`src/rtl/core/assert_macros.svh`:
```
// Assertion macros shared by the RTL; bodies compile away under SYNTHESIS.
// No dependencies.
`ifndef ASSERT_MACROS_SVH
`define ASSERT_MACROS_SVH
`ifndef SYNTHESIS
`define ASSERT_HOLDS(lbl, clk, rst_n, prop, msg) \
  lbl: assert property (@(posedge clk) disable iff (!rst_n) prop) else $error(msg);
`define ASSERT_NEVER(lbl, clk, rst_n, prop, msg) \
  lbl: assert property (@(posedge clk) disable iff (!rst_n) !(prop)) else $error(msg);
`else
`define ASSERT_HOLDS(lbl, clk, rst_n, prop, msg)
`define ASSERT_NEVER(lbl, clk, rst_n, prop, msg)
`endif
`endif

```
`src/rtl/core/wsof_pkg.sv`:
```
// Shared types and constants of the weighted sigma outlier flag.
// No dependencies.
`timescale 1ns / 1ps
package wsof_pkg;

  localparam int MaxNeighbours = 32;
  localparam int QueueDepth    = 4;
  localparam logic [15:0] SigmaReset = 16'd768;

  typedef enum logic [1:0] {
    StTooFew  = 2'd0,
    StKept    = 2'd1,
    StSpeckle = 2'd2,
    StDegen   = 2'd3
  } status_e;

  typedef struct packed {
    logic               cmd;
    logic signed [15:0] sample_value;
    logic [15:0]        sample_weight;
    logic               group_last;
  } wsof_in_t;

  typedef struct packed {
    status_e            status;
    logic signed [15:0] mean_value;
    logic [15:0]        stdev_value;
    logic [5:0]         neighbour_count;
  } wsof_out_t;

  // accumulated totals of one finished group
  typedef struct packed {
    logic signed [36:0] wsum;
    logic [52:0]        wsq_sum;
    logic [20:0]        wgt_sum;
    logic [36:0]        wgt_sq_sum;
    logic [5:0]         count;
    logic signed [15:0] centre;
  } wsof_snap_t;

endpackage

```
`src/rtl/core/wsof_queue.sv`:
```
// Small FIFO of group totals between front and back end.
// Depends on wsof_pkg.
`timescale 1ns / 1ps
module wsof_queue import wsof_pkg::*; #(
  parameter int DEPTH = QueueDepth
) (
  input  logic                         clk_i,
  input  logic                         rst_ni,
  input  logic                         push_i,
  input  wsof_snap_t                   snap_i,
  input  logic                         pop_i,
  output wsof_snap_t                   head_o,
  output logic                         empty_o,
  output logic                         full_o,
  output logic [$clog2(DEPTH+1)-1:0]   level_o
);

  localparam int PtrW = (DEPTH > 1) ? $clog2(DEPTH) : 1;
  localparam int LvlW = $clog2(DEPTH + 1);

  wsof_snap_t       slot_q [DEPTH];
  logic [PtrW-1:0]  wr_q, rd_q;
  logic [LvlW-1:0]  lvl_q;
  logic             do_push, do_pop;

  assign empty_o = (lvl_q == '0);
  assign full_o  = (lvl_q == LvlW'(DEPTH));
  assign level_o = lvl_q;
  assign head_o  = slot_q[rd_q];
  assign do_push = push_i && !full_o;
  assign do_pop  = pop_i && !empty_o;

  always_ff @(posedge clk_i or negedge rst_ni) begin
    if (!rst_ni) begin
      wr_q  <= '0;
      rd_q  <= '0;
      lvl_q <= '0;
    end else begin
      if (do_push) begin
        wr_q <= (wr_q == PtrW'(DEPTH - 1)) ? '0 : wr_q + PtrW'(1);
      end
      if (do_pop) begin
        rd_q <= (rd_q == PtrW'(DEPTH - 1)) ? '0 : rd_q + PtrW'(1);
      end
      if (do_push && !do_pop) begin
        lvl_q <= lvl_q + LvlW'(1);
      end else if (do_pop && !do_push) begin
        lvl_q <= lvl_q - LvlW'(1);
      end
    end
  end

  always_ff @(posedge clk_i) begin
    if (do_push) begin
      slot_q[wr_q] <= snap_i;
    end
  end

endmodule

```
`config.mk`:
```
export PLATFORM = sky130hd
export DESIGN_NAME = wsof_queue
export DESIGN_NICKNAME = d
export VERILOG_FILES = /design/src/rtl/core/assert_macros.svh /design/src/rtl/core/wsof_pkg.sv /design/src/rtl/core/wsof_queue.sv
export SDC_FILE = /design/constraint.sdc
export NUM_CORES = 1
export LEC_CHECK = 0
export ABC_AREA = 1
export BUFFER_PORTS_ARGS = -buffer_cell sky130_fd_sc_hd__buf_4
export CAP_MARGIN = 20
export CORE_MARGIN = 2
export CORE_UTILIZATION = 45
export DETAILED_ROUTE_END_ITERATION = 8
export SLEW_MARGIN = 0
export SYNTH_ARGS = -nofsm -noshare
export SYNTH_HDL_FRONTEND = slang
export SYNTH_SLANG_ARGS = --single-unit
export TNS_END_PERCENT = 20
```
`constraint.sdc`:
```
create_clock -name clk_i -period 9.6 [get_ports clk_i]
set_input_delay 0.96 -clock clk_i [delete_from_list [all_inputs] [get_ports clk_i]]
set_output_delay 0.96 -clock clk_i [all_outputs]
set_load 0.02 [all_outputs]
```
==> reports/results.ini, run 1 <==
[synth]
ys_warn_count=0
syn_avg_cell_area_um2=13.49
syn_inst=2044
ys_types=18
synth-seq-cells=687
ys_seq_area_share_pct=74.70
syn_area_um2=27570
synth_fp_nets=2225

[global_routing]
grt-ovfl-total=0
antenna_found_initial=3
grt_pass1_vias=15957
grt_max_degree=224
grt_pass1_wl_mm=90.99
grt_util_all_layers_pct=18.77

[detailed_routing]
vias=15999
dr.pass1.iters=5
via_per_inst=4.995
drc=0
ant_nets=0
wl_mm=59.59
routedWlPerCell_um=18.61
drtIter0Drc=1137

[status]
status=complete, no violations

[clock_tree]
ctsHoldBuffers=0
clock_sinks=687
cts_tree=yes
cts_htree_levels=3
cts_buffer_depth=3
clk_latency_ps=590
cts-root-buf=clkbuf_16
ctsResizeCount=0
post-cts-setup-buffer-count=0
clkTransAtPathRegs_ps=60
numCtsBuffers=73

[finish]
fin_area_um2=32740
final_cell_mix=edfxtp_1, nand2_1, buf_4
nets=2555
final_layout_size_suffix_gt1_share_pct=19.62
final_common_cell=edfxtp_1
antenna_cells=0
synthToLayoutAreaGrowth_pct=18.76

[sta]
relSlewSlack_pct=32.39
finalSetupViolCount=0
min_period_ps=4782
finalMaxSlewViolations=0
fin_setup_tns_ps=0
hold_violations=0
period_share_pct=49.82
clock.fmax_mhz=209.1
finClkSkew_ps=22.47
tightest_slew_ps=1014
rsz0062_at_grt=false

[setup_path]
critPathSlowestCell=buf_4
required_ps=8640
crit_path_max_incr_delay_ps=900
worstPathArrival_ps=3820
cpLargestDelayFamily=buffers and inverters
endpoint_kind=primary output
path_class=flop to primary output
crit_buf_inv=3
start_kind=flop
crit_fanout=223
crit_chain=buf_12 > buf_4 > nand2_1 > o211ai_1 > nand2_1 > buf_4

[pwr]
clockPowerShare_pct=24.6
p_switching_w=0.003878
p_int_w=0.006821
swShare_pct=36.25
seqPwrFrac_pct=38.8
p_comb_share_pct=36.5
leakage_nw=12.86
peakVddDrop_mv=0.2415
power_density_nw_per_um2=326.8

[run]
drv_cap=0

[worst_hold_path]
hold_class=input port to asynchronous set/reset pin

[place]
gp_congestion=0.7653
io_buffer_count=348
postPlaceCellArea_um2=30500
dp_hpwl_mm=34.67

[floorplanning]
core_um2=60470
initial_utilization_pct=45.59
die-area_um2=63260
num_io_pins=349
fp.dieW_um=251.5
die_h_um=251.5
rows=90

==> power by group through the flow <==
stage | sequential, W | clock [W] | combinational, W
2_1_floorplan | 0.00427 | 0 | 0.00264
3_5_place_dp | 0.00422 | 0 | 0.00396
5_1_grt | 0.00421 | 0.00281 | 0.00428
4_1_cts | 0.00416 | 0.00271 | 0.00398
3_3_place_gp | 0.00420 | 0 | 0.00394
6_report | 0.00416 | 0.00264 | 0.00391
==> logic make-up (layout without fill, tap and decap cells) <==
logic type / count (synthesis) / count (layout) / share of synthesized area (%)
buffers and inverters: 469 / 846 / 8.073
xor gates and xnor gates: 1 / 1 / 0.03177
DFF: 687 / 687 / 74.70
AOI/OAI and AO/OA: 341 / 341 / 9.475
adders and majority gates: 7 / 7 / 0.3449
and+or+nand+nor: 539 / 539 / 7.379
==> worst paths after layout <==
check	cells after the start	slack, ps	start	endpoint
min reg2reg	2	550	wr_q[1]	wr_q[1]
max reg2reg	6	5890	level_o[0]	slot_q[0][75]
min	1	170	rst_ni	level_o[1]
max	6	4820	rd_q[0]	head_o[87]
max in group asynchronous	1	9270	rst_ni	rd_q[0]
min in group clk_i	2	550	wr_q[1]	wr_q[1]
==> registers in the layout, summed over array words and instances (netlist names) <==
register  cells
level_o       3
wr_q          2
rd_q          2
slot_q      680
==> Yosys cell counts <==
library cell | count | area, um^2
edfxtp_1 | 680 | 20420
nand2_1 | 525 | 1971
inv_1 | 355 | 1333
o211ai_1 | 329 | 2470
buf_4 | 55 | 412.9
buf_6 | 31 | 349.1
buf_2 | 19 | 95.09
o211ai_2 | 11 | 137.6
clkbuf_1 | 8 | 30.03
dfrtp_1 | 7 | 175.2
nand3_1 | 7 | 35.03
ha_1 | 6 | 75.07
nor2_1 | 6 | 22.52
fa_1 | 1 | 20.02
inv_4 | 1 | 6.260
nand4_1 | 1 | 6.260
o21ai_0 | 1 | 5.000
xnor2_1 | 1 | 8.760
==> stage by stage <==
| stage | hold WS (ps) | total power [W] | setup slack [ps] | utilization [%] | std cells |
|---|---|---|---|---|---|
| 2_1_floorplan | 492.3 | 0.006905 | 741.2 | - | 2044 |
| 3_3_place_gp | 531.7 | 0.008140 | 5486 | 50.43 | 3080 |
| 3_5_place_dp | 539.0 | 0.008185 | 5461 | 50.43 | 3080 |
| 4_1_cts | 127.8 | 0.01085 | 4807 | 54.10 | 3202 |
| 5_1_grt | 133.5 | 0.01130 | 4446 | 54.15 | 3203 |
| 6_report | 169.3 | 0.01070 | 4818 | 54.15 | 3203 |
==> routing by layer <==
metal | GRT usage, % | part of all wire (%) | up-vias
li1 | - | - | 7785
met1 | 24.51 | 42 | 7698
met2 | 30.80 | 48 | 409
met3 | 5.076 | 7.0 | 101
met4 | 5.680 | 2.5 | 6
met5 | 0 | 0.065 | -
==> cell type report <==
cell class	instances	area, um^2
multi-input combinational	888	4781
clock buffer	90	1976
tap	782	978.4
inverter	356	1341
fill	4949	27730
clock inverter	32	245.2
sequential	687	20600
timing repair buffer	368	2820
No activity file was read; power rests on OpenSTA's default activity.
==> run 2, diff against run 1 <==
Clock period 9.6 ns to 4.4 ns, I/O delays scaled along.
==> reports/results.ini, run 2 (synthesis gave the netlist of run 1 again) <==
[status]
status=complete, no violations

[global_routing]
grt_max_degree=155  ; -31%
antenna_found_initial=6  ; +3
grt_util_all_layers_pct=18.62  ; -0.16 points
grt-ovfl-total=0  ; unchanged
grt_pass1_vias=16099  ; +0.89%
grt_pass1_wl_mm=90.80  ; -0.21%

[finish]
largest_register_ffs=680  ; unchanged
antenna_cells=0  ; unchanged
finalCoreUtilization_pct=55.09  ; +0.94 points
final_layout_size_suffix_gt1_share_pct=20.50  ; +0.88 points
final_cells=3236  ; +1.0%
synthToLayoutAreaGrowth_pct=20.83
regMostFlops=slot_q
nets=2581  ; +1.0%
fin_area_um2=33310  ; +1.7%
final_cell_mix=edfxtp_1, nand2_1, buf_4
final_common_cell=edfxtp_1

[setup_path]
crit_top_cell=nand2_1
crit_fanout=121  ; -46%
worstPathArrival_ps=2740  ; -1080 ps
crit_chain=buf_12 > nand2_1 > o211ai_1 > nand2_1 > buf_4
start_kind=flop
path_class=flop to primary output
endpoint_kind=primary output
crit_path_max_incr_delay_ps=1020  ; +120 ps
critPathSlowestCell=dfrtp_4
required_ps=3960  ; -4680 ps

[sta]
min_period_ps=3179
finalMaxSlewViolations=0  ; unchanged
tightest_slew_ps=1007  ; -7.303 ps
period_share_pct=72.25
finClkSkew_ps=20.52  ; -1.949 ps
clock.fmax_mhz=314.6
relSlewSlack_pct=32.88  ; +0.49 points
rsz0062_at_grt=false
hold_violations=0  ; unchanged
setup_slack_ps=1221  ; -3597 ps
finalSetupViolCount=0  ; unchanged

[clock_tree]
ctsResizeCount=0  ; unchanged
clk_latency_ps=600  ; about the same
ctsHoldBuffers=8  ; +8
cts_tree=yes
cts-root-buf=clkbuf_16
clkTransAtPathRegs_ps=60  ; about the same
clock_sinks=687  ; unchanged
numCtsBuffers=74  ; +1.4%
cts_buffer_depth=3  ; unchanged
cts_htree_levels=3  ; unchanged
post-cts-setup-buffer-count=0  ; unchanged

[pwr]
leakage_nw=13.12  ; +2.0%
power_density_nw_per_um2=719.4  ; +120%
total_power_w=0.02397  ; +120%
peakVddDrop_mv=0.5040  ; +110%

[detailed_routing]
routedWlPerCell_um=18.35  ; -1.4%
dr.pass1.iters=5  ; unchanged
vias=16169  ; +1.1%
drc=0  ; unchanged
via_per_inst=4.997  ; about the same
ant_nets=0  ; unchanged
wl_mm=59.38  ; -0.35%
drtIter0Drc=1030  ; -9.4%

[floorplanning]
num_io_pins=349  ; unchanged
core_um2=60470  ; unchanged
initial_utilization_pct=45.59  ; unchanged
rows=90  ; unchanged
die_h_um=251.5  ; unchanged
fp.dieW_um=251.5  ; unchanged
die-area_um2=63260  ; unchanged

[worst_hold_path]
hold_class=input port to flop

[place]
postPlaceCellArea_um2=30840  ; +1.1%
preCtsSetupSlack_ps=1793  ; -3668 ps
dp_hpwl_mm=34.51  ; -0.45%
gp_congestion=0.7567  ; -1.1%
dp.cells=3098  ; +0.58%
io_buffer_count=348  ; unchanged

[run]
drv_cap=0  ; unchanged

-- run 2: changes by cell type in the layout (fill, tap and decap cells not counted), moves of 2 or more --
cell / before / now
buf_12: 3 / 20
clkinv_1: 20 / 9
clkbuf_1: 13 / 21
dlygate4sd3_1: 0 / 8
bufinv_16: 4 / 9
clkinv_2: 5 / 8
clkbuf_16: 77 / 75
clkinv_8: 0 / 2
inv_6: 3 / 5
-- run 2: routing by layer --
layer	routed length, um	vias up	share of wire, %	track usage, %
li1	-	7847	-	-
met1	24960	7834	42	24.10
met2	29060	383	49	31.20
met3	4178	93	7.0	4.601
met4	1106	12	1.9	5.408
met5	81	-	0.14	0
-- run 2: worst max-delay path: cells and delay by family (launching register included) --
family	cells	cell delay [ps]
compound gates	1	110
buf+inv	2	660
flops	1	1020
simple gates	2	220
-- run 2: cell type report --
type / count / area, um^2
clock buffer: 97 / 1969
fill: 4856 / 27160
tap: 782 / 978.4
clock inverter: 33 / 420.4
inverter: 356 / 1341
multi-input combinational: 888 / 4781
timing repair buffer: 393 / 3221
sequential: 687 / 20600
-- run 2: report_power, final --
| group | total, W | leakage (nW) | internal, W | switching, W |
|---|---|---|---|---|
| Clock | 0.00615 | 1.16 | 0.00369 | 0.00246 |
| Combinational | 0.00883 | 5.64 | 0.00308 | 0.00575 |
| Sequential | 0.00899 | 6.31 | 0.00857 | 0.000416 |
| Total | 0.0240 | 13.1 | 0.0153 | 0.00862 |
-- run 2: per-stage QoR --
| stage | hold slack [ps] | TNS [ps] |
|---|---|---|
| floorplan | 144.4 | -955250 |
| global placement | 257.6 | 0 |
| detailed placement | 258.0 | 0 |
| CTS | 0.8843 | 0 |
| global route | 11.89 | 0 |
| finish | 38.89 | 0 |
-- run 2: final timing paths --
check                                  from             end  slack (ps)  cells past startpoint
worst max-delay path                rd_q[0]      head_o[71]        1220                      5
worst min-delay path            snap_i[110]  slot_q[3][110]          40                      1
worst max register to register   level_o[0]   slot_q[2][38]        1910                      5
worst min register to register      wr_q[1]         wr_q[1]         550                      2
max in group asynchronous            rst_ni         rd_q[0]        4070                      2
min in group asynchronous            rst_ni      level_o[2]         190                      2
