===== src/rtl/core/assert_macros.svh =====
// Assertion macros shared by the RTL; bodies compile away under SYNTHESIS.
// No dependencies.
`ifndef ASSERT_MACROS_SVH
`define ASSERT_MACROS_SVH
`ifndef SYNTHESIS
`define ASSERT_HOLDS(lbl, clk, rst_n, prop, msg) \
  lbl: assert property (@(posedge clk) disable iff (!rst_n) prop) else $error(msg);
`define ASSERT_NEVER(lbl, clk, rst_n, prop, msg) \
  lbl: assert property (@(posedge clk) disable iff (!rst_n) !(prop)) else $error(msg);
`else
`define ASSERT_HOLDS(lbl, clk, rst_n, prop, msg)
`define ASSERT_NEVER(lbl, clk, rst_n, prop, msg)
`endif
`endif


===== src/rtl/core/wsof_pkg.sv =====
// Shared types and constants of the weighted sigma outlier flag.
// No dependencies.
`timescale 1ns / 1ps
package wsof_pkg;

  localparam int MaxNeighbours = 32;
  localparam int QueueDepth    = 4;
  localparam logic [15:0] SigmaReset = 16'd768;

  typedef enum logic [1:0] {
    StTooFew  = 2'd0,
    StKept    = 2'd1,
    StSpeckle = 2'd2,
    StDegen   = 2'd3
  } status_e;

  typedef struct packed {
    logic               cmd;
    logic signed [15:0] sample_value;
    logic [15:0]        sample_weight;
    logic               group_last;
  } wsof_in_t;

  typedef struct packed {
    status_e            status;
    logic signed [15:0] mean_value;
    logic [15:0]        stdev_value;
    logic [5:0]         neighbour_count;
  } wsof_out_t;

  // accumulated totals of one finished group
  typedef struct packed {
    logic signed [36:0] wsum;
    logic [52:0]        wsq_sum;
    logic [20:0]        wgt_sum;
    logic [36:0]        wgt_sq_sum;
    logic [5:0]         count;
    logic signed [15:0] centre;
  } wsof_snap_t;

endpackage


===== src/rtl/core/wsof_back.sv =====
// Back end: mean division, variance by shift-add multiply and restoring
// divide, integer square root, speckle test, output register. Depends on wsof_pkg.
`timescale 1ns / 1ps
module wsof_back import wsof_pkg::*; (
  input  logic        clk_i,
  input  logic        rst_ni,
  input  logic [15:0] sigma_i,
  input  logic        q_empty_i,
  input  wsof_snap_t  head_i,
  output logic        pop_o,
  output logic        out_valid_o,
  input  logic        out_stall_i,
  output wsof_out_t   out_data_o
);

  typedef enum logic [9:0] {
    Idle = 10'b0000000001,
    Load = 10'b0000000010,
    Mean = 10'b0000000100,
    MulA = 10'b0000001000,
    MulB = 10'b0000010000,
    VSub = 10'b0000100000,
    VChk = 10'b0001000000,
    VDiv = 10'b0010000000,
    Sqrt = 10'b0100000000,
    Fin  = 10'b1000000000
  } state_e;

  state_e             state_q, state_d;
  logic [5:0]         step_q, step_d;
  logic               neg_q, neg_d;
  logic [36:0]        smag_q, smag_d;
  logic [52:0]        s2_q, s2_d;
  logic [20:0]        w_q, w_d;
  logic [36:0]        w2_q, w2_d;
  logic [5:0]         cnt_q, cnt_d;
  logic signed [15:0] centre_q, centre_d;
  logic [42:0]        den_q, den_d;
  logic [42:0]        rem_q, rem_d;
  logic [73:0]        sh_q, sh_d;
  logic [36:0]        mpl_q, mpl_d;
  logic [73:0]        acc_q, acc_d;
  logic [73:0]        a_q, a_d;
  logic [31:0]        sqn_q, sqn_d;
  logic [31:0]        sqr_q, sqr_d;
  logic [30:0]        sqb_q, sqb_d;
  status_e            status_q, status_d;
  logic signed [15:0] mean_q, mean_d;
  logic [15:0]        stdev_q, stdev_d;
  logic               out_valid_q, out_valid_d;
  wsof_out_t          out_q, out_d;

  logic [41:0]        wsq;
  logic               den_le0;
  logic [22:0]        mr, mdvs;
  logic               mge;
  logic [38:0]        quo;
  logic [42:0]        vr;
  logic               vge;
  logic [31:0]        rb;
  logic signed [16:0] diff;
  logic [16:0]        adiff;
  logic [31:0]        thr;
  logic               take;

  assign wsq     = w_q * w_q;
  assign den_le0 = den_q[42] || (den_q == '0);
  assign mr      = {rem_q[21:0], sh_q[38]};
  assign mdvs    = {1'b0, w_q, 1'b0};
  assign mge     = (mr >= mdvs);
  assign vr      = {rem_q[41:0], sh_q[31]};
  assign vge     = (vr >= {1'b0, den_q[41:0]});
  assign rb      = sqr_q + {1'b0, sqb_q};
  assign diff    = {centre_q[15], centre_q} - {mean_q[15], mean_q};
  assign adiff   = diff[16] ? 17'(-diff) : 17'(diff);
  assign thr     = sigma_i * stdev_q;
  assign take    = !out_valid_q || !out_stall_i;

  assign out_valid_o = out_valid_q;
  assign out_data_o  = out_q;

  always_comb begin
    state_d     = state_q;
    step_d      = step_q;
    neg_d       = neg_q;
    smag_d      = smag_q;
    s2_d        = s2_q;
    w_d         = w_q;
    w2_d        = w2_q;
    cnt_d       = cnt_q;
    centre_d    = centre_q;
    den_d       = den_q;
    rem_d       = rem_q;
    sh_d        = sh_q;
    mpl_d       = mpl_q;
    acc_d       = acc_q;
    a_d         = a_q;
    sqn_d       = sqn_q;
    sqr_d       = sqr_q;
    sqb_d       = sqb_q;
    status_d    = status_q;
    mean_d      = mean_q;
    stdev_d     = stdev_q;
    out_d       = out_q;
    out_valid_d = out_valid_q && out_stall_i;
    pop_o       = 1'b0;
    quo         = '0;

    unique case (state_q)
      Idle: begin
        if (!q_empty_i) begin
          pop_o    = 1'b1;
          neg_d    = head_i.wsum[36];
          smag_d   = head_i.wsum[36] ? 37'(-head_i.wsum) : 37'(head_i.wsum);
          s2_d     = head_i.wsq_sum;
          w_d      = head_i.wgt_sum;
          w2_d     = head_i.wgt_sq_sum;
          cnt_d    = head_i.count;
          centre_d = head_i.centre;
          state_d  = Load;
        end
      end
      Load: begin
        den_d   = {1'b0, wsq} - {6'd0, w2_q};
        mean_d  = '0;
        stdev_d = '0;
        if (cnt_q < 6'd2) begin
          status_d = StTooFew;
          state_d  = Fin;
        end else begin
          sh_d    = {35'd0, {smag_q, 1'b0} + {18'd0, w_q}};
          rem_d   = '0;
          step_d  = 6'd39;
          state_d = Mean;
        end
      end
      Mean: begin
        rem_d  = {20'd0, mge ? (mr - mdvs) : mr};
        sh_d   = {35'd0, sh_q[37:0], mge};
        step_d = step_q - 6'd1;
        if (step_q == 6'd1) begin
          quo = sh_d[38:0];
          if (w_q == '0) begin
            mean_d = '0;
          end else if (neg_q) begin
            mean_d = (quo > 39'd32768) ? -16'sd32768 : 16'(-quo);
          end else begin
            mean_d = (quo > 39'd32767) ? 16'sd32767 : 16'(quo);
          end
          if (den_le0) begin
            status_d = StDegen;
            state_d  = Fin;
          end else begin
            status_d = StKept;
            sh_d     = {21'd0, s2_q};
            mpl_d    = {16'd0, w_q};
            acc_d    = '0;
            step_d   = 6'd21;
            state_d  = MulA;
          end
        end
      end
      MulA, MulB: begin
        acc_d  = acc_q + (mpl_q[0] ? sh_q : '0);
        sh_d   = {sh_q[72:0], 1'b0};
        mpl_d  = {1'b0, mpl_q[36:1]};
        step_d = step_q - 6'd1;
        if (step_q == 6'd1) begin
          if (state_q == MulA) begin
            a_d     = acc_d;
            sh_d    = {37'd0, smag_q};
            mpl_d   = smag_q;
            acc_d   = '0;
            step_d  = 6'd37;
            state_d = MulB;
          end else begin
            state_d = VSub;
          end
        end
      end
      VSub: begin
        sh_d    = (a_q >= acc_q) ? (a_q - acc_q) : '0;
        state_d = VChk;
      end
      VChk: begin
        // quotient of 2^32 or more saturates
        if (sh_q >= {den_q[41:0], 32'd0}) begin
          sqn_d   = '1;
          sqr_d   = '0;
          sqb_d   = 31'h4000_0000;
          step_d  = 6'd16;
          state_d = Sqrt;
        end else begin
          rem_d   = {1'b0, sh_q[73:32]};
          step_d  = 6'd32;
          state_d = VDiv;
        end
      end
      VDiv: begin
        rem_d  = vge ? (vr - {1'b0, den_q[41:0]}) : vr;
        sh_d   = {sh_q[73:32], sh_q[30:0], vge};
        step_d = step_q - 6'd1;
        if (step_q == 6'd1) begin
          sqn_d   = sh_d[31:0];
          sqr_d   = '0;
          sqb_d   = 31'h4000_0000;
          step_d  = 6'd16;
          state_d = Sqrt;
        end
      end
      Sqrt: begin
        if (sqn_q >= rb) begin
          sqn_d = sqn_q - rb;
          sqr_d = {1'b0, sqr_q[31:1]} + {1'b0, sqb_q};
        end else begin
          sqr_d = {1'b0, sqr_q[31:1]};
        end
        sqb_d  = {2'b00, sqb_q[30:2]};
        step_d = step_q - 6'd1;
        if (step_q == 6'd1) begin
          stdev_d = sqr_d[15:0];
          state_d = Fin;
        end
      end
      Fin: begin
        if (take) begin
          out_d.status = status_q;
          if (status_q == StKept) begin
            out_d.status = ({15'd0, adiff} << 8 > thr) ? StSpeckle : StKept;
          end
          out_d.mean_value      = mean_q;
          out_d.stdev_value     = stdev_q;
          out_d.neighbour_count = cnt_q;
          out_valid_d           = 1'b1;
          state_d               = Idle;
        end
      end
      default: state_d = Idle;
    endcase
  end

  always_ff @(posedge clk_i or negedge rst_ni) begin
    if (!rst_ni) begin
      state_q     <= Idle;
      out_valid_q <= 1'b0;
    end else begin
      state_q     <= state_d;
      out_valid_q <= out_valid_d;
    end
  end

  always_ff @(posedge clk_i) begin
    step_q   <= step_d;
    neg_q    <= neg_d;
    smag_q   <= smag_d;
    s2_q     <= s2_d;
    w_q      <= w_d;
    w2_q     <= w2_d;
    cnt_q    <= cnt_d;
    centre_q <= centre_d;
    den_q    <= den_d;
    rem_q    <= rem_d;
    sh_q     <= sh_d;
    mpl_q    <= mpl_d;
    acc_q    <= acc_d;
    a_q      <= a_d;
    sqn_q    <= sqn_d;
    sqr_q    <= sqr_d;
    sqb_q    <= sqb_d;
    status_q <= status_d;
    mean_q   <= mean_d;
    stdev_q  <= stdev_d;
    out_q    <= out_d;
  end

endmodule


===== config.mk =====
export PLATFORM = sky130hd
export DESIGN_NAME = wsof_back
export DESIGN_NICKNAME = d
export VERILOG_FILES = /design/src/rtl/core/assert_macros.svh /design/src/rtl/core/wsof_pkg.sv /design/src/rtl/core/wsof_back.sv
export SDC_FILE = /design/constraint.sdc
export NUM_CORES = 2
export LEC_CHECK = 0
export BUFFER_PORTS_ARGS = -buffer_cell sky130_fd_sc_hd__clkbuf_2
export CORE_MARGIN = 8
export CORE_UTILIZATION = 47
export DETAILED_ROUTE_END_ITERATION = 16
export MAX_ROUTING_LAYER = met4
export SLEW_MARGIN = 5
export SYNTH_ARGS = -nofsm -noshare
export SYNTH_HDL_FRONTEND = slang
export SYNTH_SLANG_ARGS = --single-unit

===== constraint.sdc =====
create_clock -name clk_i -period 11.8 [get_ports clk_i]
set_input_delay 1.18 -clock clk_i [delete_from_list [all_inputs] [get_ports clk_i]]
set_output_delay 1.18 -clock clk_i [all_outputs]
set_load 0.01 [all_outputs]

==> metrics.txt <==
number of pins exceeding their max-slew limit in the final report 0; level count of the clock H-tree 3; non-filler cells in the finished layout 9408; count of clock tree sinks 686; net count after synthesis 8677; count of buffers from port buffering 231; async set or reset register ratio after synthesis 1.60%; highest cell delay on the worst timing path 0.64 ns; share of the clock period used by the worst path after layout 72.7%; TritonCTS clock tree built; Worst Max-Slew Pin Slew 1.20 ns; predominant post-synthesis flop cell sky130_fd_sc_hd__edfxtp_1; placeable core region 146000 µm²; number of synthesized flops with an enable pin 675; I/O pin cnt 232; setup tns final 0 ns; clock buffer count from CTS 87; Layout Area Growth over Synthesis 8.98%; maximum achievable frequency 117 MHz; Remaining DRCs 0; Reg area 20500 µm²; Pre-Repair DR Iteration Count 7; Required @ worst endpoint 12.25 ns; clock input transition at the sequential cells of the worst setup and hold paths 0.06 ns; Max Cap Violations 0; effective utilization at floorplan 47.4%; vias after detailed routing 55104; nets@finish 8809; most used standard cells in the synthesized netlist sky130_fd_sc_hd__inv_1 (994), sky130_fd_sc_hd__nand2_1 (691), sky130_fd_sc_hd__edfxtp_1 (675); Placed Cells incl. Taps 9243; Worst-Skew Late Latency 0.73 ns; final standard cell utilization of the core 51.6%; initial antenna violation count 10; pin count of the biggest net entering global routing 140; post-CTS setup buffers 0; worst path arrival time 9.03 ns; final count of negative-setup-slack endpoints 0; maximum fanout count along the critical path 14; aggregate routed wire length 225000 µm; kind of start point of the critical path flop; number of gates given a new drive strength after cts 0; GP Congestion 1.03; setup repair after global routing missed its margin false; multi-input combinational cell area 43800 µm²; routed length per placed instance 23.9 µm; # fillers 13592; floorplan die area 159000 µm²; count of state elements after synthesis 686; worst min-delay path category input port to async pin; Setup crit end kind flop; global-route usage over all layers 28.8%; vias in the first global route 55297; count of final hold-check violations 0; Detail Route Antenna Nets 0; clock tree skew after final layout 0.0352 ns; biggest area contributors in the synthesized netlist sky130_fd_sc_hd__edfxtp_1 (29%), sky130_fd_sc_hd__fa_1 (16%), sky130_fd_sc_hd__ha_1 (12%); die extent in x 399 µm; floorplan die height 399 µm; leading cell type by number of instances after synthesis sky130_fd_sc_hd__inv_1; Root Buffer Master sky130_fd_sc_hd__clkbuf_16; area fraction of the dominant cell type after synthesis 29.4%; initial drt markers 4855; Slew Limit Headroom 19.4%; Yosys warning count 0; DPL Wire Length 177000 µm; clock period minus final worst setup slack 8.58 ns; global route overflow 0; layout cells sized above 1 7.20%; Via density 5.86; Netlist cell types 96; hold buffers post-CTS 0; cells after synthesis 7283; global-route wire length before repair 342000 µm; Critical Path Slowest Stage Cell sky130_fd_sc_hd__edfxtp_1; proportion of synthesized chip area in sequential cells 29.8%; worst setup path class flop to flop; post-synthesis cell area 69000 µm²; number of standard-cell rows in the floorplan 140; biggest area consumer among synthesized cells sky130_fd_sc_hd__edfxtp_1; mean instance size in the synthesized netlist 9.48 µm²; Bufs on Longest Clock Path 3; status finished clean
[final timing paths]
kind	from	end	slack (ns)	cells after the start
setup / recovery	w_q[2]	den_q[37]	3.22	28
hold / removal	rst_ni	out_valid_o	0.35	1
setup reg to reg	w_q[2]	den_q[37]	3.22	28
hold reg to reg	cnt_q[0]	out_data_o[0]	0.43	0
max in group asynchronous	rst_ni	state_q[0]	11.16	1
min in group clk_i	cnt_q[0]	out_data_o[0]	0.43	0
[registers in the layout, indices dropped and copies added (netlist names), 37 cells and up]
signal,cells
a_q,74
acc_q,74
den_q,43
mpl_q,37
out_data_o,40
rem_q,42
s2_q,53
sh_q,74
smag_q,37
w2_q,37
[stage by stage]
step,area [µm²],worst slack (ns),hold WS (ns)
global placement,72400,3.26,0.406
detailed placement,72400,3.02,0.421
CTS,75200,3.21,0.299
finish,75200,3.22,0.351
global route,75200,2.84,0.324
floorplan,69000,1.62,0.400
[worst max-delay path: cells and delay by family (launching register included)]
kind            cells  cell delay (ns)
compound gates      8             1.90
fa+ha+maj           8             3.85
xor+xnor            1             0.08
buf+inv             8             1.08
flops               1             0.64
simple gates        3             0.76
[per-layer routing]
layer	part of all wire (%)	global-route usage (%)	up-vias
met3	8.0	4.96	429
met2	43	42.7	2176
li1	-	-	25412
met1	43	39.0	27087
met5	0	-	-
met4	5.1	12.1	0
[cell families after synthesis]
family,Yosys count,synth area share (%)
DFF,686,29.8
AOI/OAI and AO/OA,1585,15.0
and+or+nand+nor,2066,14.5
buffers and inverters,1276,7.01
muxes,30,0.437
adders and majority gates,1204,27.8
xor gates and xnor gates,436,5.53
[layout make-up]
cell class | count | area share [%]
Multi-Input combinational cell | 5321 | 58.2
Sequential cell | 686 | 27.3
Inverter | 1003 | 5.00
Tap cell | 1917 | 3.19
Clock buffer | 103 | 3.01
Timing Repair Buffer | 316 | 2.42
Clock inverter | 56 | 0.803
Antenna cell | 6 | 0.0200
[cell usage in the layout (no fill, tap or decap), types with 37 or more instances in the layout]
master,instances
sky130_fd_sc_hd__inv_1,993
sky130_fd_sc_hd__nand2_1,691
sky130_fd_sc_hd__edfxtp_1,675
sky130_fd_sc_hd__ha_1,650
sky130_fd_sc_hd__fa_1,554
sky130_fd_sc_hd__a21oi_1,482
sky130_fd_sc_hd__nor2_1,449
sky130_fd_sc_hd__and2_1,300
sky130_fd_sc_hd__o21ai_0,299
sky130_fd_sc_hd__xnor2_1,275
sky130_fd_sc_hd__clkbuf_2,231
sky130_fd_sc_hd__a21o_1,190
sky130_fd_sc_hd__xor2_1,161
sky130_fd_sc_hd__nand4_1,104
sky130_fd_sc_hd__nor3_1,96
sky130_fd_sc_hd__nand3_1,94
sky130_fd_sc_hd__clkbuf_16,88
sky130_fd_sc_hd__buf_4,83
sky130_fd_sc_hd__nor2b_1,75
sky130_fd_sc_hd__o21bai_1,67
sky130_fd_sc_hd__a31oi_1,60
sky130_fd_sc_hd__nand2b_1,53
sky130_fd_sc_hd__and3_1,43
sky130_fd_sc_hd__o211ai_1,38
sky130_fd_sc_hd__o21a_1,37
Power is left out: the tool's default activity adds up to more than one toggle a clock period on the data nets, which glitch-free logic cannot reach.
